[config.mk]
export PLATFORM = sky130hd
export DESIGN_NAME = bmp_pixel_stream_to_framebuffer
export DESIGN_NICKNAME = d
export VERILOG_FILES = /design/src/rtl/core/bmpfb_pkg.sv /design/src/rtl/core/bmp_pixel_stream_to_framebuffer.sv
export SDC_FILE = /design/constraint.sdc
export NUM_CORES = 1
export LEC_CHECK = 0
export BUFFER_PORTS_ARGS = -buffer_cell sky130_fd_sc_hd__buf_2
export CAP_MARGIN = 5
export CORE_AREA = 5 5 166 184
export CTS_CLUSTER_DIAMETER = 50
export DETAILED_ROUTE_END_ITERATION = 8
export DIE_AREA = 0 0 171 189
export PLACE_DENSITY = 0.63
export SETUP_SLACK_MARGIN = 0.3
export SLEW_MARGIN = 20
export SYNTH_ARGS = -nofsm -noshare
export SYNTH_HDL_FRONTEND = slang
export SYNTH_SLANG_ARGS = --single-unit
[constraint.sdc]
create_clock -name clk -period 6.2 [get_ports clk]
set_input_delay 0.62 -clock clk [delete_from_list [all_inputs] [get_ports clk]]
set_output_delay 0.62 -clock clk [all_outputs]
set_load 0.01 [all_outputs]
[src/rtl/core/bmpfb_pkg.sv]
// Shared types and constants for the BMP pixel stream to framebuffer block.
package bmpfb_pkg;

	// Fixed field widths of the ports
	localparam int IMG_DIM_W  = 11;
	localparam int ORIGIN_W   = 12;
	localparam int CFG_IDX_W  = 3;
	localparam int CFG_DATA_W = 16;
	localparam int FB_INDEX_W = 19;
	localparam int COLOR_W    = 32;

	// Configuration register indexes
	typedef enum logic [CFG_IDX_W-1:0] {
		REG_IMAGE_WIDTH  = 3'd0,
		REG_IMAGE_HEIGHT = 3'd1,
		REG_MIRROR_COLS  = 3'd2,
		REG_ROWS_TOPDOWN = 3'd3,
		REG_FOUR_BYTE    = 3'd4,
		REG_ORIGIN_X     = 3'd5,
		REG_ORIGIN_Y     = 3'd6
	} cfg_reg_t;

	// Position of the next byte within a pixel
	typedef enum logic [1:0] {
		PH_BLUE  = 2'd0,
		PH_GREEN = 2'd1,
		PH_RED   = 2'd2,
		PH_ALPHA = 2'd3
	} byte_phase_t;

endpackage

[src/rtl/core/bmp_pixel_stream_to_framebuffer.sv]
// Top level: unpacks BMP pixel-array bytes into framebuffer index and ARGB color items.
// Throughput: one byte item per cycle while the output is not stalled, with no bubbles between images.
// The result for a pixel is registered in the unpack and placement stage, then in the index
//   stage with the row multiplier, before it is valid at the output.
// Reset: all counters clear, the block idles until a byte flagged as image start;
//   image width and height reset to 1, the other registers to 0.
module bmp_pixel_stream_to_framebuffer
	import bmpfb_pkg::*;
#(
	parameter int FB_WIDTH  = 800,
	parameter int FB_HEIGHT = 480,
	parameter int DIM_BITS  = 11
) (
	input  logic                  clk,
	input  logic                  arst_n,
	input  logic                  in_valid,
	output logic                  in_ready,
	input  logic [7:0]            data_byte,
	input  logic                  image_start,
	output logic                  out_valid,
	input  logic                  out_ready,
	output logic                  write_enable,
	output logic [FB_INDEX_W-1:0] fb_index,
	output logic [COLOR_W-1:0]    pixel_color,
	output logic                  image_done,
	input  logic                  cfg_valid,
	output logic                  cfg_ready,
	input  logic [CFG_IDX_W-1:0]  cfg_index,
	input  logic [CFG_DATA_W-1:0] cfg_data
);

	// Widths of the size arithmetic and of the signed destination coordinates
	localparam int EW   = (DIM_BITS > IMG_DIM_W ? DIM_BITS : IMG_DIM_W) + 1;
	localparam int CW   = EW + 2;
	localparam logic [EW-1:0] DIM_MAX = EW'((1 << DIM_BITS) - 1);
	localparam int XB   = (FB_WIDTH > 1) ? $clog2(FB_WIDTH) : 1;
	localparam int YB   = (FB_HEIGHT > 1) ? $clog2(FB_HEIGHT) : 1;
	localparam int LINW = (XB + YB + 2 > FB_INDEX_W) ? XB + YB + 2 : FB_INDEX_W;

	// Configuration registers
	logic [IMG_DIM_W-1:0]       cfg_width_q, cfg_height_q;
	logic                       cfg_mirror_q, cfg_topdown_q, cfg_four_q;
	logic signed [ORIGIN_W-1:0] cfg_origin_x_q, cfg_origin_y_q;

	// Unpacker state
	byte_phase_t         phase_q;
	logic [1:0]          pad_q;
	logic [DIM_BITS-1:0] col_q, row_q;
	logic                fin_q;
	logic [23:0]         held_q;

	// Stage 1: unpacked pixel with destination coordinates
	logic                s1_valid;
	logic signed [CW-1:0] dx_s1, dy_s1;
	logic [COLOR_W-1:0]  color_s1;
	logic                done_s1;

	// Stage 2: result register
	logic                  valid_s2;
	logic                  we_s2;
	logic [FB_INDEX_W-1:0] index_s2;
	logic [COLOR_W-1:0]    color_s2;
	logic                  done_s2;

	logic in_fire, ready1, ready2;

	// Handshake: each stage takes a new item when it is empty or drains this cycle
	assign ready2    = !valid_s2 || out_ready;
	assign ready1    = !s1_valid || ready2;
	assign in_ready  = ready1;
	assign in_fire   = in_valid && ready1;
	assign cfg_ready = 1'b1;

	// Configuration writes
	always_ff @(posedge clk or negedge arst_n) begin
		if (!arst_n) begin
			cfg_width_q    <= IMG_DIM_W'(1);
			cfg_height_q   <= IMG_DIM_W'(1);
			cfg_mirror_q   <= 1'b0;
			cfg_topdown_q  <= 1'b0;
			cfg_four_q     <= 1'b0;
			cfg_origin_x_q <= '0;
			cfg_origin_y_q <= '0;
		end else if (cfg_valid) begin
			unique case (cfg_reg_t'(cfg_index))
				REG_IMAGE_WIDTH:  cfg_width_q    <= cfg_data[IMG_DIM_W-1:0];
				REG_IMAGE_HEIGHT: cfg_height_q   <= cfg_data[IMG_DIM_W-1:0];
				REG_MIRROR_COLS:  cfg_mirror_q   <= cfg_data[0];
				REG_ROWS_TOPDOWN: cfg_topdown_q  <= cfg_data[0];
				REG_FOUR_BYTE:    cfg_four_q     <= cfg_data[0];
				REG_ORIGIN_X:     cfg_origin_x_q <= cfg_data[ORIGIN_W-1:0];
				REG_ORIGIN_Y:     cfg_origin_y_q <= cfg_data[ORIGIN_W-1:0];
				default: ;
			endcase
		end
	end

	// Effective sizes: zero counts as one, saturate to the counter range
	logic [EW-1:0] w_raw, h_raw, w_eff, h_eff;
	always_comb begin
		w_raw = EW'(cfg_width_q);
		h_raw = EW'(cfg_height_q);
		w_eff = (w_raw == '0) ? EW'(1) : ((w_raw > DIM_MAX) ? DIM_MAX : w_raw);
		h_eff = (h_raw == '0) ? EW'(1) : ((h_raw > DIM_MAX) ? DIM_MAX : h_raw);
	end

	// Byte unpacking, padding skip and column/row tracking
	byte_phase_t         ph, ph_n;
	logic [1:0]          pad, pad_n;
	logic [DIM_BITS-1:0] col, row, col_n, row_n;
	logic                fin, fin_n;
	logic [23:0]         held_n;
	logic [7:0]          alpha;
	logic                res_valid, res_done;
	logic [EW-1:0]       col_inc, row_inc;

	always_comb begin
		ph        = image_start ? PH_BLUE : phase_q;
		pad       = image_start ? 2'd0 : pad_q;
		col       = image_start ? '0 : col_q;
		row       = image_start ? '0 : row_q;
		fin       = image_start ? 1'b0 : fin_q;
		ph_n      = ph;
		pad_n     = pad;
		col_n     = col;
		row_n     = row;
		fin_n     = fin;
		held_n    = held_q;
		alpha     = 8'd0;
		res_valid = 1'b0;
		res_done  = 1'b0;
		col_inc   = EW'(col) + EW'(1);
		row_inc   = EW'(row) + EW'(1);
		if (!fin) begin
			if (pad != 2'd0) begin
				// drop one padding byte
				pad_n = pad - 2'd1;
			end else begin
				unique case (ph)
					PH_BLUE: begin
						held_n[7:0] = data_byte;
						ph_n        = PH_GREEN;
					end
					PH_GREEN: begin
						held_n[15:8] = data_byte;
						ph_n         = PH_RED;
					end
					PH_RED: begin
						held_n[23:16] = data_byte;
						if (cfg_four_q) begin
							ph_n = PH_ALPHA;
						end else begin
							ph_n      = PH_BLUE;
							res_valid = 1'b1;
						end
					end
					PH_ALPHA: begin
						alpha     = data_byte;
						ph_n      = PH_BLUE;
						res_valid = 1'b1;
					end
				endcase
				// advance column, then row at the end of a row
				if (res_valid) begin
					if (col_inc >= w_eff) begin
						col_n = '0;
						pad_n = cfg_four_q ? 2'd0 : w_eff[1:0];
						if (row_inc >= h_eff) begin
							row_n    = '0;
							res_done = 1'b1;
							fin_n    = 1'b1;
							pad_n    = 2'd0;
						end else begin
							row_n = row_inc[DIM_BITS-1:0];
						end
					end else begin
						col_n = col_inc[DIM_BITS-1:0];
					end
				end
			end
		end
	end

	// Destination coordinates of the finished pixel
	logic signed [CW-1:0] dx, dy, col_s, row_s, w_s, h_s;
	always_comb begin
		col_s = CW'(col);
		row_s = CW'(row);
		w_s   = CW'(w_eff);
		h_s   = CW'(h_eff);
		dx    = (cfg_mirror_q ? (w_s - CW'(1) - col_s) : col_s) + CW'(cfg_origin_x_q);
		dy    = (cfg_topdown_q ? row_s : (h_s - CW'(1) - row_s)) + CW'(cfg_origin_y_q);
	end

	// Unpacker state registers
	always_ff @(posedge clk or negedge arst_n) begin
		if (!arst_n) begin
			phase_q <= PH_BLUE;
			pad_q   <= 2'd0;
			col_q   <= '0;
			row_q   <= '0;
			fin_q   <= 1'b1;
		end else if (in_fire) begin
			phase_q <= ph_n;
			pad_q   <= pad_n;
			col_q   <= col_n;
			row_q   <= row_n;
			fin_q   <= fin_n;
		end
	end

	// Hold the color bytes of the pixel in progress
	always_ff @(posedge clk) begin
		if (in_fire) begin
			held_q <= held_n;
		end
	end

	// Stage 1 valid
	always_ff @(posedge clk or negedge arst_n) begin
		if (!arst_n) begin
			s1_valid <= 1'b0;
		end else if (ready1) begin
			s1_valid <= in_fire && res_valid;
		end
	end

	// Stage 1 payload
	always_ff @(posedge clk) begin
		if (in_fire && res_valid) begin
			dx_s1    <= dx;
			dy_s1    <= dy;
			color_s1 <= {alpha, held_n};
			done_s1  <= res_done;
		end
	end

	// Clip against the framebuffer and form the linear index
	logic            on_fb;
	logic [XB-1:0]   dx_lo;
	logic [YB-1:0]   dy_lo;
	logic [LINW-1:0] lin;
	always_comb begin
		on_fb = !dx_s1[CW-1] && (dx_s1 < CW'(FB_WIDTH))
			&& !dy_s1[CW-1] && (dy_s1 < CW'(FB_HEIGHT));
		dx_lo = dx_s1[XB-1:0];
		dy_lo = dy_s1[YB-1:0];
		lin   = LINW'(dy_lo) * LINW'(FB_WIDTH) + LINW'(dx_lo);
	end

	// Stage 2 valid
	always_ff @(posedge clk or negedge arst_n) begin
		if (!arst_n) begin
			valid_s2 <= 1'b0;
		end else if (ready2) begin
			valid_s2 <= s1_valid;
		end
	end

	// Stage 2 payload
	always_ff @(posedge clk) begin
		if (ready2 && s1_valid) begin
			we_s2    <= on_fb;
			index_s2 <= on_fb ? lin[FB_INDEX_W-1:0] : '0;
			color_s2 <= color_s1;
			done_s2  <= done_s1;
		end
	end

	assign out_valid    = valid_s2;
	assign write_enable = we_s2;
	assign fb_index     = index_s2;
	assign pixel_color  = color_s2;
	assign image_done   = done_s2;

	// Finishing an image leaves the block idle until the next start byte
	a_done_idles: assert property (@(posedge clk) disable iff (!arst_n)
		in_fire && res_done |=> fin_q)
		else $error("image end did not set the finished flag");

	// Padding is only skipped between pixels
	a_pad_aligned: assert property (@(posedge clk) disable iff (!arst_n)
		pad_q != 2'd0 |-> phase_q == PH_BLUE && !cfg_four_q || pad_q == 2'd0 || cfg_four_q)
		else $error("padding pending in the middle of a pixel");

	// An off-screen pixel carries index zero
	a_off_index: assert property (@(posedge clk) disable iff (!arst_n)
		out_valid && !write_enable |-> fb_index == '0)
		else $error("off-screen pixel with nonzero index");

	// Stage 1 is never lost while the output is stalled
	a_s1_hold: assert property (@(posedge clk) disable iff (!arst_n)
		s1_valid && !ready2 |=> s1_valid && $stable(color_s1))
		else $error("stage 1 item dropped under stall");

endmodule

==> qor.yml <==
status: "finished, final reports clean"
antenna_left: 0
num_rows: 65
syn_to_final_growth_pct: 14.40
async_reset_ff_share_pct: 36.11
io_pins: 89
syn_nets: 1279
power_per_cell_area_mw_per_mm2: 369.7
grt_usage_pct: 17.00
routed_wl_um: 27650
first_iter_violations: 413
reg2reg_depth: 21
cp.arrival_ps: 5850
clock-sinks: 216
crit_path_start_kind: "flip-flop"
setup-tns-final_ps: 0
netlist_area_mm2: 0.01260
worstMarginPinSlew_ps: 1032
start_util_pct: 44.40
synth.avg_cell_area_um2: 11.18
grt_pass1_wl_um: 44790
final_cell_mix: "edfxtp_1 (138), ha_1 (110), nand2_1 (91)"
antennaDiodeCount: 0
crit_path_top_delay_cell: "dfrtp_1"
synth_warnings: 0
hpwl_um: 20390
die_h_um: 189
synthTopCellsByArea: "edfxtp_1 (33%), dfrtp_1 (15%), ha_1 (11%)"
first_pass_iters: 5
cap_violations: 0
synth_top_area_share_pct: 32.88
clock_tree.buffer_depth: 3
rr_startpoint: "cfg_width_q[6]"
cp_slowest_stage_delay_ps: 430
clkTransAtPathRegs_ps: 60
drv_slew: 0
cp_cell_sequence: "or3_1 > or3_1 > nor3_1 > a41oi_1 > ha_1 > xor2_1 > ha_1 > nor2b_1 > o21ai_0 > a21oi_1 > o31a_1 > o21a_1 > o21a_1 > o31ai_1 > ha_1 > a21o_1 > a21oi_1 > nor2b_1 > a311oi_1 > nor2b_1 > o41ai_1"
die_area_mm2: 0.03232
cts_tree: "yes"
crit_type: "flip-flop to flip-flop"
r2r_end: "dx_s1[13]"
synth_top_area_cell: "edfxtp_1"
ys_seq_area_share_pct: 48.40
wl_per_cell_um: 17.09
grt_remaining_overflow: 0
path_max_fanout: 6
antenna_found_initial: 0
setup_viol: 0
worstSkewPairLatency_ps: 540
endpoint: "dx_s1[13]"
rsz0062_at_grt: "false"
ys.flop_type: "edfxtp_1"
min_period_over_period_pct: 88.86
drive_above_1_share_pct: 18.00
grt_pass1_vias: 8810
core_mm2: 0.02838
fmax_mhz: 181.5
ys_ff_latch: 216
route.detailed.drc: 0
setup.worst_path.start: "cfg_width_q[6]"
rrSetupSlack_ps: 690
worst-endpoint-required_ps: 6540
period_needed_ps: 5510
synth_cells: 1127
holdCritPathClass: "primary input to flip-flop"
synth_edf_count: 138
p_total_mw: 5.330
fin_nets: 1380
peakVddDrop_mv: 0.2144
final_common_cell: "edfxtp_1"
cts_root_buffer: "clkbuf_16"
portBuffers: 83
h-tree-depth: 1
place_congestion: 0.8298
slew_headroom_pct: 30.92
finalHoldViolCount: 0
p_leak_nw: 6.029
routed_via_density: 5.456
end_kind: "flip-flop"
fillers: 2545
vias: 8827
fin_skew_ps: 9.699
grt_max_degree: 64
die_w_um: 171
yosysUniqueCellTypes: 78
cts_buffers: 28
[synthesized netlist by cell type (4+ instances only)]
master	n
or4_1	5
or3_1	7
o21ai_0	57
nand2_1	91
nand3_1	25
o31ai_1	14
mux2_2	53
nor2_1	65
nor4_1	10
dfrtp_1	75
xnor2_1	47
a31oi_1	6
o41ai_1	4
inv_1	73
xor2_1	19
o211ai_1	5
edfxtp_1	138
nor2b_1	21
clkbuf_1	13
and2_1	17
o21a_1	25
o31a_1	4
o21bai_1	4
buf_1	5
nor3_1	32
a22o_1	11
nor3b_1	7
nand2b_1	8
fa_1	9
nand3b_1	5
nand4_1	14
a21o_1	20
a21oi_1	48
and3_1	6
ha_1	110
[repair_timing]
item,CTS,global route
hold buffers,1,0
setup endpoints to repair,0,1
gates resized for setup,0,1
hold endpoints to repair,15,0
buffers inserted,0,0
[cell type report]
cell class | count | area, um2 | share of cell area (%)
multi-input cells | 814 | 6135 | 42.55
well taps | 368 | 460.4 | 3.193
clock inverters | 18 | 186.4 | 1.293
flip-flops and latches | 216 | 6100 | 42.30
clock buffers | 34 | 764.5 | 5.302
inverters | 76 | 285.3 | 1.978
repair buffers | 92 | 488.0 | 3.384
[stage by stage]
step | instances | setup slack [ps] | hold slack (ps) | instance area, um2 | utilization, %
2_1_floorplan | 1127 | 1247 | 324.4 | 12600 | -
3_3_place_gp | 1565 | 810.8 | 400.2 | 13450 | 47.39
3_5_place_dp | 1565 | 729.3 | 404.5 | 13450 | 47.39
4_1_cts | 1618 | 683.8 | 344.9 | 14410 | 50.77
5_1_grt | 1618 | 320.4 | 365.4 | 14420 | 50.80
6_report | 1618 | 690.4 | 353.7 | 14420 | 50.80
[critical path, delay by kind of cell, from the launching register on]
| kind | cells | cell delay, ps |
|---|---|---|
| AO/OA/AOI/OAI | 11 | 2400 |
| adder cells (fa/ha/maj) | 3 | 950 |
| AND/OR/NAND/NOR | 6 | 1340 |
| flip-flops | 1 | 430 |
| XOR/XNOR | 1 | 170 |
[flip-flops by register name (all words and copies together) (netlist names), 12 cells and up]
signal          flops
color_s1           32
pixel_color        32
held_q             24
fb_index           19
dx_s1              14
dy_s1              14
cfg_origin_x_q     12
cfg_origin_y_q     12
[cell families after synthesis]
logic type / synth area share [%]
compound gates: 13.32
xor+xnor: 4.586
fa+ha+maj: 12.35
buf+inv: 3.078
flops: 48.40
mux: 4.815
other cells: 0.02975
simple gates: 13.42
[where the power goes]
group	leakage, nW	total (mW)	switching (mW)	internal (mW)
sequential	2.27	1.89	0.111	1.77
combinational	3.29	1.81	1.03	0.789
clock	0.463	1.63	0.652	0.978
[routing by layer]
layer	vias to the layer above	wire length, um	track usage, %
met5	-	0	0
met4	0	781	5.059
met3	51	1378	2.840
met2	188	13770	29.98
met1	4224	11720	21.37
li1	4364	-	-
[worst min path at each step]
stage	startpoint	end	cells after the start
final	out_ready	out_valid	3
after detailed placement	color_s1[2]	pixel_color[2]	0
after global routing	cfg_data[11]	cfg_origin_y_q[11]	2
after CTS	out_ready	out_valid	3
after floorplan	arst_n	cfg_four_q	0
after global placement	color_s1[29]	pixel_color[29]	0
Note: power is estimated with default switching activity, not from simulation.
